$ cat config.mk
export PLATFORM = sky130hd
export DESIGN_NAME = biquad_rms_period_meter
export DESIGN_NICKNAME = d
export VERILOG_FILES = /design/src/hdl/brpm_pkg.sv /design/src/hdl/brpm_front.sv /design/src/hdl/brpm_back.sv /design/src/hdl/biquad_rms_period_meter.sv
export SDC_FILE = /design/constraint.sdc
export NUM_CORES = 2
export LEC_CHECK = 0
export BUFFER_PORTS_ARGS = -buffer_cell sky130_fd_sc_hd__buf_2
export CORE_AREA = 8 8 260 262
export DETAILED_ROUTE_END_ITERATION = 10
export DIE_AREA = 0 0 268 270
export PLACE_DENSITY = 0.84
export SETUP_SLACK_MARGIN = 0.4
export SLEW_MARGIN = 25
export SYNTH_ARGS = -nofsm -noshare
export SYNTH_HDL_FRONTEND = slang
export SYNTH_SLANG_ARGS = --single-unit
$ cat constraint.sdc
create_clock -name clk -period 18.3 [get_ports clk]
set_clock_uncertainty 0.2 [all_clocks]
set_input_delay 0.915 -clock clk [delete_from_list [all_inputs] [get_ports clk]]
set_output_delay 0.915 -clock clk [all_outputs]
set_load 0.005 [all_outputs]
$ cat src/hdl/brpm_pkg.sv
`timescale 1ns / 1ps

package brpm_pkg;

  localparam int ACC_W    = 35;
  localparam int SUM_W    = 63;
  localparam int QDEPTH   = 2;
  localparam int QPTR_W   = $clog2(QDEPTH);
  localparam int MAC_TAPS = 5;

  localparam logic [SUM_W-1:0] SUM_MAX = '1;

  localparam logic CMD_SAMPLE = 1'b0;
  localparam logic CMD_REPORT = 1'b1;

  localparam logic [2:0] REG_B0        = 3'd0;
  localparam logic [2:0] REG_B1        = 3'd1;
  localparam logic [2:0] REG_B2        = 3'd2;
  localparam logic [2:0] REG_A1        = 3'd3;
  localparam logic [2:0] REG_A2        = 3'd4;
  localparam logic [2:0] REG_SHIFT     = 3'd5;
  localparam logic [2:0] REG_THRESHOLD = 3'd6;
  localparam logic [2:0] REG_MIDPOINT  = 3'd7;

  typedef struct packed {
    logic signed [15:0] b0;
    logic signed [15:0] b1;
    logic signed [15:0] b2;
    logic signed [15:0] a1;
    logic signed [15:0] a2;
    logic [3:0]         post_shift;
    logic [14:0]        threshold;
    logic [11:0]        midpoint;
  } cfg_t;

  typedef struct packed {
    logic               cmd;
    logic signed [15:0] x;
    logic [31:0]        ts;
  } item_t;

  typedef enum logic [2:0] {
    ST_IDLE,
    ST_MAC,
    ST_SCALE,
    ST_SQUARE,
    ST_ACCUM,
    ST_REPORT
  } state_t;

endpackage

$ cat src/hdl/brpm_front.sv
`timescale 1ns / 1ps

module brpm_front import brpm_pkg::*; (
  input  logic        clk,
  input  logic        rst_n,
  input  cfg_t        cfg,
  input  logic        in_valid,
  output logic        in_ready,
  input  logic        in_cmd,
  input  logic [11:0] in_adc_sample,
  input  logic [31:0] in_timestamp,
  output logic        q_valid,
  output item_t       q_item,
  input  logic        q_pop
);

  localparam logic [QPTR_W:0] FULL = (QPTR_W + 1)'(QDEPTH);

  logic signed [12:0] diff;
  logic signed [16:0] scaled;
  logic signed [15:0] x_sat;
  item_t              mem_r [QDEPTH];
  logic [QPTR_W-1:0]  wr_ptr_r;
  logic [QPTR_W-1:0]  rd_ptr_r;
  logic [QPTR_W:0]    count_r;
  logic               push;

  // midpoint removal, x16, saturate to Q15
  assign diff   = $signed({1'b0, in_adc_sample}) - $signed({1'b0, cfg.midpoint});
  assign scaled = {diff, 4'b0000};

  always_comb begin
    if (scaled[16] != scaled[15]) begin
      x_sat = scaled[16] ? 16'h8000 : 16'h7fff;
    end else begin
      x_sat = scaled[15:0];
    end
  end

  assign in_ready = (count_r != FULL);
  assign push     = in_valid && in_ready;
  assign q_valid  = (count_r != '0);
  assign q_item   = mem_r[rd_ptr_r];

  always_ff @(posedge clk) begin
    if (push) begin
      mem_r[wr_ptr_r] <= '{cmd: in_cmd, x: x_sat, ts: in_timestamp};
    end
  end

  always_ff @(posedge clk) begin
    if (!rst_n) begin
      wr_ptr_r <= '0;
      rd_ptr_r <= '0;
      count_r  <= '0;
    end else begin
      if (push) begin
        wr_ptr_r <= wr_ptr_r + 1'b1;
      end
      if (q_pop) begin
        rd_ptr_r <= rd_ptr_r + 1'b1;
      end
      case ({push, q_pop})
        2'b10:   count_r <= count_r + 1'b1;
        2'b01:   count_r <= count_r - 1'b1;
        default: count_r <= count_r;
      endcase
    end
  end

  a_pop_nonempty: assert property (@(posedge clk) disable iff (!rst_n)
    q_pop |-> q_valid)
    else $error("queue popped while empty");

  a_push_count: assert property (@(posedge clk) disable iff (!rst_n)
    (push && !q_pop) |=> (count_r == $past(count_r) + 1'b1))
    else $error("queue count lost a push");

endmodule

$ cat src/hdl/brpm_back.sv
`timescale 1ns / 1ps

module brpm_back import brpm_pkg::*; (
  input  logic               clk,
  input  logic               rst_n,
  input  cfg_t               cfg,
  input  logic               q_valid,
  input  item_t              q_item,
  output logic               q_pop,
  output logic               out_valid,
  input  logic               out_ready,
  output logic signed [15:0] out_filtered,
  output logic [SUM_W-1:0]   out_sum_squares,
  output logic [31:0]        out_sample_count,
  output logic [31:0]        out_period_ticks,
  output logic               out_period_valid
);

  state_t                    state_r;
  state_t                    state_nxt;
  logic [2:0]                idx_r;
  logic signed [31:0]        prod_r;
  logic signed [ACC_W-1:0]   acc_r;
  logic signed [15:0]        y_r;
  logic signed [15:0]        x1_r;
  logic signed [15:0]        x2_r;
  logic signed [15:0]        y1_r;
  logic signed [15:0]        y2_r;
  logic [SUM_W-1:0]          sum_r;
  logic [31:0]               cnt_r;
  logic                      fired_r;
  logic [31:0]               last_cap_r;
  logic [31:0]               period_r;
  logic                      pnew_r;
  logic                      out_valid_r;

  logic signed [15:0]        mul_a;
  logic signed [15:0]        mul_b;
  logic signed [31:0]        mul_p;
  logic signed [ACC_W-1:0]   shifted;
  logic signed [15:0]        y_sat;
  logic [SUM_W:0]            sum_add;
  logic signed [16:0]        y_ext;
  logic signed [16:0]        thr_pos;
  logic signed [16:0]        thr_neg;
  logic                      fire;
  logic                      rearm;
  logic                      out_free;
  logic                      ld_sample;
  logic                      ld_report;

  // next state
  always_comb begin
    state_nxt = state_r;
    unique case (state_r)
      ST_IDLE: begin
        if (q_valid) begin
          state_nxt = (q_item.cmd == CMD_REPORT) ? ST_REPORT : ST_MAC;
        end
      end
      ST_MAC: begin
        if (idx_r == 3'(MAC_TAPS)) begin
          state_nxt = ST_SCALE;
        end
      end
      ST_SCALE:  state_nxt = ST_SQUARE;
      ST_SQUARE: state_nxt = ST_ACCUM;
      ST_ACCUM, ST_REPORT: begin
        if (out_free) begin
          state_nxt = ST_IDLE;
        end
      end
      default:   state_nxt = ST_IDLE;
    endcase
  end

  // controls and shared multiplier operands
  always_comb begin
    out_free  = !out_valid_r || out_ready;
    ld_sample = (state_r == ST_ACCUM) && out_free;
    ld_report = (state_r == ST_REPORT) && out_free;
    q_pop     = ld_sample || ld_report;
    mul_a     = cfg.b0;
    mul_b     = q_item.x;
    if (state_r == ST_SQUARE) begin
      mul_a = y_r;
      mul_b = y_r;
    end else begin
      case (idx_r)
        3'd1: begin
          mul_a = cfg.b1;
          mul_b = x1_r;
        end
        3'd2: begin
          mul_a = cfg.b2;
          mul_b = x2_r;
        end
        3'd3: begin
          mul_a = cfg.a1;
          mul_b = y1_r;
        end
        3'd4: begin
          mul_a = cfg.a2;
          mul_b = y2_r;
        end
        default: begin
          mul_a = cfg.b0;
          mul_b = q_item.x;
        end
      endcase
    end
  end

  assign mul_p   = mul_a * mul_b;
  assign shifted = acc_r >>> (4'd15 - cfg.post_shift);

  always_comb begin
    if (!(&shifted[ACC_W-1:15] || ~|shifted[ACC_W-1:15])) begin
      y_sat = shifted[ACC_W-1] ? 16'h8000 : 16'h7fff;
    end else begin
      y_sat = shifted[15:0];
    end
  end

  assign sum_add = {1'b0, sum_r} + {{(SUM_W - 30){1'b0}}, prod_r[30:0]};
  assign y_ext   = {y_r[15], y_r};
  assign thr_pos = $signed({2'b00, cfg.threshold});
  assign thr_neg = -thr_pos;
  assign fire    = !fired_r && (y_ext > thr_pos);
  assign rearm   = fired_r && (y_ext < thr_neg);

  // datapath, no reset
  always_ff @(posedge clk) begin
    if (state_r == ST_IDLE) begin
      acc_r <= '0;
    end
    if (state_r == ST_MAC) begin
      if (idx_r < 3'(MAC_TAPS)) begin
        prod_r <= mul_p;
      end
      if (idx_r != 3'd0) begin
        acc_r <= acc_r + ACC_W'(prod_r);
      end
    end
    if (state_r == ST_SCALE) begin
      y_r <= y_sat;
    end
    if (state_r == ST_SQUARE) begin
      prod_r <= mul_p;
    end
    if (ld_sample) begin
      out_filtered     <= y_r;
      out_sum_squares  <= '0;
      out_sample_count <= '0;
      out_period_ticks <= '0;
      out_period_valid <= 1'b0;
    end else if (ld_report) begin
      out_filtered     <= '0;
      out_sum_squares  <= sum_r;
      out_sample_count <= cnt_r;
      out_period_ticks <= period_r;
      out_period_valid <= pnew_r;
    end
  end

  // control and filter state
  always_ff @(posedge clk) begin
    if (!rst_n) begin
      state_r     <= ST_IDLE;
      idx_r       <= '0;
      x1_r        <= '0;
      x2_r        <= '0;
      y1_r        <= '0;
      y2_r        <= '0;
      sum_r       <= '0;
      cnt_r       <= '0;
      fired_r     <= 1'b0;
      last_cap_r  <= '0;
      period_r    <= '0;
      pnew_r      <= 1'b0;
      out_valid_r <= 1'b0;
    end else begin
      state_r <= state_nxt;
      if (state_r == ST_IDLE) begin
        idx_r <= '0;
      end else if (state_r == ST_MAC && idx_r != 3'(MAC_TAPS)) begin
        idx_r <= idx_r + 1'b1;
      end
      if (ld_sample) begin
        x2_r  <= x1_r;
        x1_r  <= q_item.x;
        y2_r  <= y1_r;
        y1_r  <= y_r;
        sum_r <= sum_add[SUM_W] ? SUM_MAX : sum_add[SUM_W-1:0];
        if (cnt_r != '1) begin
          cnt_r <= cnt_r + 1'b1;
        end
        if (fire) begin
          if (last_cap_r != '0) begin
            period_r <= q_item.ts - last_cap_r;
            pnew_r   <= 1'b1;
          end
          last_cap_r <= q_item.ts;
          fired_r    <= 1'b1;
        end else if (rearm) begin
          fired_r <= 1'b0;
        end
      end
      if (ld_report) begin
        sum_r <= '0;
        cnt_r <= '0;
        if (cnt_r != '0) begin
          pnew_r <= 1'b0;
        end
      end
      if (q_pop) begin
        out_valid_r <= 1'b1;
      end else if (out_ready) begin
        out_valid_r <= 1'b0;
      end
    end
  end

  assign out_valid = out_valid_r;

  a_idx_bound: assert property (@(posedge clk) disable iff (!rst_n)
    idx_r <= 3'(MAC_TAPS))
    else $error("tap counter out of range");

  a_report_zero_y: assert property (@(posedge clk) disable iff (!rst_n)
    ld_report |=> (out_valid && out_filtered == '0))
    else $error("report carries nonzero filter output");

  a_sample_zero_stats: assert property (@(posedge clk) disable iff (!rst_n)
    ld_sample |=> (out_valid && out_sum_squares == '0 && !out_period_valid))
    else $error("sample result carries statistics");

endmodule

$ cat src/hdl/biquad_rms_period_meter.sv
`timescale 1ns / 1ps

// channel  ports                                               direction
// in       in_valid/in_ready, in_cmd, in_adc_sample, in_timestamp     in
// out      out_valid/out_ready, out_filtered, out_sum_squares,
//          out_sample_count, out_period_ticks, out_period_valid      out
// cfg      cfg_valid/cfg_ready, cfg_index, cfg_data                   in
//
// A sample passes from queue head to result through five taps on one
// 16x16 multiplier, then scale, square and update. A report skips these steps.
// A two-entry queue takes input transfers while the filter works; the output
// register holds one result, and the filter waits at its last step until it
// is free. cfg_ready is always high. rst_n is synchronous, active low, and
// restores coefficients and clears all statistics.

module biquad_rms_period_meter import brpm_pkg::*; (
  input  logic               clk,
  input  logic               rst_n,
  input  logic               in_valid,
  output logic               in_ready,
  input  logic               in_cmd,
  input  logic [11:0]        in_adc_sample,
  input  logic [31:0]        in_timestamp,
  output logic               out_valid,
  input  logic               out_ready,
  output logic signed [15:0] out_filtered,
  output logic [SUM_W-1:0]   out_sum_squares,
  output logic [31:0]        out_sample_count,
  output logic [31:0]        out_period_ticks,
  output logic               out_period_valid,
  input  logic               cfg_valid,
  output logic               cfg_ready,
  input  logic [2:0]         cfg_index,
  input  logic [15:0]        cfg_data
);

  cfg_t  cfg_r;
  logic  q_valid;
  item_t q_item;
  logic  q_pop;

  assign cfg_ready = 1'b1;

  always_ff @(posedge clk) begin
    if (!rst_n) begin
      cfg_r.b0         <= 16'sd8063;
      cfg_r.b1         <= 16'sd0;
      cfg_r.b2         <= -16'sd8063;
      cfg_r.a1         <= 16'sd16127;
      cfg_r.a2         <= -16'sd257;
      cfg_r.post_shift <= 4'd0;
      cfg_r.threshold  <= 15'd2500;
      cfg_r.midpoint   <= 12'd2048;
    end else if (cfg_valid && cfg_ready) begin
      unique case (cfg_index)
        REG_B0:        cfg_r.b0         <= cfg_data;
        REG_B1:        cfg_r.b1         <= cfg_data;
        REG_B2:        cfg_r.b2         <= cfg_data;
        REG_A1:        cfg_r.a1         <= cfg_data;
        REG_A2:        cfg_r.a2         <= cfg_data;
        REG_SHIFT:     cfg_r.post_shift <= cfg_data[3:0];
        REG_THRESHOLD: cfg_r.threshold  <= cfg_data[14:0];
        REG_MIDPOINT:  cfg_r.midpoint   <= cfg_data[11:0];
        default:       cfg_r.b0         <= cfg_r.b0;
      endcase
    end
  end

  brpm_front u_front (
    .clk           (clk),
    .rst_n         (rst_n),
    .cfg           (cfg_r),
    .in_valid      (in_valid),
    .in_ready      (in_ready),
    .in_cmd        (in_cmd),
    .in_adc_sample (in_adc_sample),
    .in_timestamp  (in_timestamp),
    .q_valid       (q_valid),
    .q_item        (q_item),
    .q_pop         (q_pop)
  );

  brpm_back u_back (
    .clk              (clk),
    .rst_n            (rst_n),
    .cfg              (cfg_r),
    .q_valid          (q_valid),
    .q_item           (q_item),
    .q_pop            (q_pop),
    .out_valid        (out_valid),
    .out_ready        (out_ready),
    .out_filtered     (out_filtered),
    .out_sum_squares  (out_sum_squares),
    .out_sample_count (out_sample_count),
    .out_period_ticks (out_period_ticks),
    .out_period_valid (out_period_valid)
  );

endmodule
After elaboration in Yosys (flattened, before gate mapping):

Memory sizes are Yosys's and may differ from the RTL's. A register that Yosys moved wholly into a read port is not among the register bits.
Index checks and enable logic that the tools add are counted.

* add/subtract/negate cells: 12
* multipliers: 1
* $lt $le $gt $ge: 3
* eq/ne operators: 26
* shift-type cells: 1
* multiplexer cells: 36
* bitwise gates (word level): 1
* reduce and logical (&&, ||, !) cells: 43

Operators with widths (count)
* 16-bit two-way mux: 8
* 16-bit case mux with 4 select lines: 2
* 35-bit two-way mux: 3
* 32-bit two-way mux: 3
* 63-bit by 31-bit adder with 64-bit output: 1
* 32-bit nonzero test: 2
* 63-bit two-way mux: 1
* 35-bit by 32-bit adder with 35-bit output: 1
* 35-bit by 4-bit >>> shifter with 35-bit output: 1
* 32-bit by 1-bit adder with 32-bit output (second input constant): 1
* 16-bit by 16-bit multiplier with 32-bit output: 1
* 32-bit != test (second input constant): 1
* 32-bit subtractor: 1
* 3-bit equality test (second input constant): 8
* 2-bit AND reduction: 12
* 20-bit AND reduction: 1
* 20-bit OR reduction: 1
* 3-bit by 2-bit equality test with 1-bit output (second input constant): 6
* 16-bit by 17-bit < comparator with 1-bit output: 1
* 15-bit negator with 17-bit output: 1
* 16-bit greater-than comparator: 1
* 3-bit case mux with 5 select lines: 1
* 2-bit nonzero test: 7
* 1-bit two-way mux: 13
* 24 further kinds: 45

* flip-flop bits (word level): 574
* RAM bits: 98
* bits of input ports: 69
* output and inout bits: 147
* logic and storage cells: 156
* memories kept: 1

Memory list
* u_front.mem_r: words 2, width 49, rd ports 1, clocked after Yosys merged registers in 1, write ports 1, line brpm_front.sv:22 `item_t mem_r [QDEPTH];`

Logic depth before layout (Yosys ltp):

* depth in word-level cells: 7
* depth in mapped cells: 36
* mapped depth without buffers: 34

By module:

From an unflattened synthesis, not the netlist that was laid out.

* cell total of the unflattened synthesis: 4833
* area, all modules: 43718.2 um2

By module, submodules not included
* brpm_back: instances 1, cells each 4155, area each 35132.4 um2, sequential area each 9829.4 um2
* biquad_rms_period_meter: instances 1, cells each 408, area each 4312.9 um2, sequential area each 2222.1 um2
* brpm_front: instances 1, cells each 270, area each 4272.8 um2, sequential area each 2862.7 um2

Worst setup path after synthesis:

Ideal clock, no wire load.

* kind: reg-to-reg
* start point: register u_back.idx_r[0]
* end point: register u_back.prod_r[29] (data pin)
* library setup time: 0.258 ns
* arrival: 8.105 ns
* data required time: 17.842 ns
* path slack: 9.737 ns
* cell stages (with the launch flop): 35
* buffers on the path: 3
* period minus slack after synthesis: 8.563 ns
* path through: dfxtp_1 -> inv_1 -> ha_1 -> and2_1 -> clkbuf_1 -> nor2_1 -> buf_2 -> a221o_1 -> a221oi_1 -> o31ai_1 -> clkbuf_1 -> nand2_1 -> fa_1 -> inv_1 -> fa_1 -> inv_1 -> fa_1 -> inv_1 -> fa_1 -> fa_1 -> inv_1 -> fa_1 -> inv_1 -> ha_1 -> and3_1 -> a221o_1 -> a21oi_1 -> nand2_1 -> a21oi_1 -> nor3_1 -> or2_1 -> or4_1 -> a31o_1 -> a21oi_1 -> xnor2_1

* longest elaborated chain between the ends: 7
* elaborated cells between the ends (all ways): 12
* classes of those cells: mul: 1; eq/ne: 4; mux: 7

Ends and longest elaborated chain
* start: declaration: line brpm_back.sv:21 `logic [2:0] idx_r;`
* start signal: assignment: line brpm_back.sv:187 `idx_r <= idx_r + 1'b1;`
* 3-bit equality test, or another cell as far along: line brpm_back.sv:89 `case (idx_r)`
* 16-bit case mux with 4 select lines: line brpm_back.sv:89
* 16-bit two-way mux: line brpm_back.sv:85 `if (state_r == ST_SQUARE) begin`
* 16-bit by 16-bit multiplier with 32-bit output (*): line brpm_back.sv:114 `assign mul_p = mul_a * mul_b;`
* net u_back.mul_p[29]: line brpm_back.sv:39 `logic signed [31:0] mul_p;`
* 32-bit two-way mux: line brpm_back.sv:138 `if (idx_r < 3'(MAC_TAPS)) begin`
* 32-bit two-way mux: line brpm_back.sv:137 `if (state_r == ST_MAC) begin`
* 32-bit two-way mux (*): line brpm_back.sv:148 `if (state_r == ST_SQUARE) begin`
* end signal: assignment: line brpm_back.sv:139 `prod_r <= mul_p;`
* end signal: assignment: line brpm_back.sv:149 `prod_r <= mul_p;`
* end: declaration: line brpm_back.sv:22 `logic signed [31:0] prod_r;`

Mark *: on every way through the listed nets, which the timed path passes. The rest lies on a longest branch. The select of a mux whose other input is x is not followed.
A chain may end at the register's enable or synchronous reset.

Worst setup path after layout:

* start point: register u_back.idx_r[1]
* end point: register u_back.prod_r[29] (data pin)

The elaborated chain is that of the path after synthesis.

==> summary.txt <==
Outcome
  – Status: complete, no violations

Floorplan
  – Die area: 72,400 µm²
  – Die width: 268 µm
  – CORE AREA: 63,600 µm²
  – Site Rows: 93
  – Die Ht: 270 µm
  – # IOs: 216
  – Starting Density: 0.668

Timing
  – Minimum clock period: 9.39 ns
  – Fin. Hold Viols: 0
  – Slew @ Worst Pin: 1.09 ns
  – Slew Viols, Final: 0
  – Final setup viols: 0
  – RSZ-0062 raised after global routing: false
  – Slew HR: 0.271
  – Fmax: 106 MHz
  – Final Cycle Share: 0.513
  – Setup TNS: 0 ns

Clock tree
  – PostCTS Resize Cnt: 0
  – Clk sink count: 661
  – Worst-Skew Late Latency: 0.64 ns
  – Worst-case clock buffer depth: 3
  – CTS Hold Bufs: 0
  – CTS tree: yes
  – Clock Pin Slew Worst Setup and Hold Paths: 0.06 ns
  – H-tree levels: 3
  – Root Driver: clkbuf_16
  – CTS Buf Count: 69
  – Post-CTS Setup Repair Bufs: 0

Yosys
  – Leading area contributor after synthesis: dfxtp_1
  – Post-Synthesis Mean Instance Area: 8.80 µm²
  – Warnings, synthesis: 0
  – Yosys reg bits: 661
  – Ranking of synthesized cells by area: dfxtp_1, fa_1, edfxtp_1
  – Gate Count Post-Synth: 4,835
  – Top cell type's share of synthesized area: 0.238
  – Synth cell types: 94
  – Commonest cells post-synth: nand2_1, dfxtp_1, inv_1, nor2_1, a21oi_1
  – Number of synthesized flops with an enable pin: 156
  – Syn Std Cell Area: 42,500 µm²
  – Post-synthesis sequential area ratio: 0.348
  – Most common cell in the netlist: nand2_1
  – Mapped Nets: 5,401
  – Ys flop type: dfxtp_1
  – Post-synth ARST share: 0

Worst setup path
  – Crit path kind: flip-flop to flip-flop
  – Worst Setup End Kind: flip-flop
  – CP max stage delay: 0.75 ns
  – Critical path startpoint category: flip-flop
  – Critical Path RT: 18.44 ns
  – Crit path DAT: 9.53 ns
  – CP max stage cell: o31ai_1
  – Worst-path maximum fanout: 43

Run
  – Max_cap viols: 0

Placement
  – DP Wirelength: 81.8 mm
  – Number of port buffers: 214
  – Placement Cell Area: 44,100 µm²
  – Routability cong.: 0.936
  – Post-placement cell count: 5,706

Cells and area
  – Fillers: 4,682
  – Share of layout cells above drive strength 1: 0.102
  – Layout net count: 5,488
  – Design area: 46,400 µm²
  – Finished Core Util: 0.728
  – Area delta synth->final: 9.01%
  – Fin cells: 5,833

Route
  – Via Count: 35,274
  – WL/cell: 19.2 µm
  – Number of routed nets with antenna violations: 0
  – Routed WL: 112 mm
  – Initial DRC count: 3,243
  – Via-to-Cell Ratio: 6.05
  – TritonRoute pass-1 iters: 7
  – Drt drc: 0

GRT
  – First-pass GRT wire length: 181 mm
  – Largest net degree at the start of global routing: 102
  – GR Overflow Total: 0
  – Antenna violations before repair: 3
  – Number of global-route vias before repair: 34,715
  – GRT Total Usage: 0.307

Hold path
  – Worst Hold Class: flip-flop to flip-flop
-- per-stage QoR --
stage / hold WS, ns / setup slack [ns]
global route: 0.246 / 8.47
detailed placement: 0.224 / 8.75
finish: 0.231 / 8.91
CTS: 0.234 / 8.71
floorplan: 0.229 / 9.74
global placement: 0.218 / 9.05
-- cell type report --
type,instances,area (µm²),share of cell area
sequential,661,14800,0.319
clock buffer,95,1940,0.0418
timing repair buffer,263,1440,0.0311
tap,855,1070,0.0231
inverter,455,1720,0.0370
multi-input combinational,3472,25100,0.542
antenna,2,5.00,0.000108
clock inverter,30,279,0.00602
-- critical path: cells and delay by family (launching register included) --
family	cells	cell delay [ns]
AND/OR/NAND/NOR	8	1.57
buffers and inverters	8	1.08
AO/OA/AOI/OAI	8	2.05
XOR/XNOR	1	0.10
flip-flops	1	0.40
adder cells (fa/ha/maj)	8	3.68
-- metal layers --
layer,up-vias,wire [µm],global-route usage
met5,-,21,0
met1,16969,45400,0.405
li1,16503,-,-
met3,299,9840,0.0560
met2,1499,52600,0.497
met4,4,4410,0.124
-- layout by cell type (no fill, tap or decap), types with 34 or more instances in the layout --
cell type	n
nand2_1	790
dfxtp_1	501
inv_1	450
nor2_1	362
a21oi_1	324
fa_1	266
nand3_1	262
ha_1	231
buf_2	214
edfxtp_1	156
o21ai_0	136
mux2i_1	110
xor2_1	94
xnor2_1	90
a21o_1	87
clkbuf_16	71
o21ai_1	51
buf_4	48
a22oi_1	40
nor3_1	40
mux2_2	39
nand4_1	38
nand2b_1	37
a211oi_1	37
nor2b_1	35
a31oi_1	34
-- cell families after synthesis --
group / count (synthesis) / share of synthesized area
compound gates: 887 / 0.130
simple gates: 1736 / 0.181
mux: 167 / 0.0458
other cells: 1 / 0.0000882
flops: 661 / 0.348
fa+ha+maj: 497 / 0.193
xor+xnor: 184 / 0.0379
buf+inv: 702 / 0.0640
-- worst paths after layout --
| path | depth (start not counted) | slack (ns) | end | start |
|---|---|---|---|---|
| hold reg to reg | 2 | 0.23 | u_back.out_sum_squares[9]$_SDFFE_PP0P_ | u_back.out_sum_squares[9]$_SDFFE_PP0P_ |
| hold / removal | 2 | 0.23 | u_back.out_sum_squares[9]$_SDFFE_PP0P_ | u_back.out_sum_squares[9]$_SDFFE_PP0P_ |
| setup / recovery | 33 | 8.91 | u_back.prod_r[29]$_DFFE_PP_ | u_back.idx_r[1]$_SDFFE_PP0P_ |
| setup reg to reg | 33 | 8.91 | u_back.prod_r[29]$_DFFE_PP_ | u_back.idx_r[1]$_SDFFE_PP0P_ |
-- registers in the layout, indices dropped and copies added, names as in the netlist, 16 cells and up, named ones only --
register	count
cfg_r	111
u_back.acc_r	35
u_back.cnt_r	32
u_back.last_cap_r	32
u_back.out_filtered	16
u_back.out_period_ticks	32
u_back.out_sample_count	32
u_back.out_sum_squares	63
u_back.period_r	32
u_back.prod_r	32
u_back.sum_r	63
u_back.y1_r	16
u_back.y2_r	16
u_back.y_r	16
u_front.mem_r	92
Power is left out: the tool's default activity adds up to more than one toggle a clock period on the data nets, which glitch-free logic cannot reach.
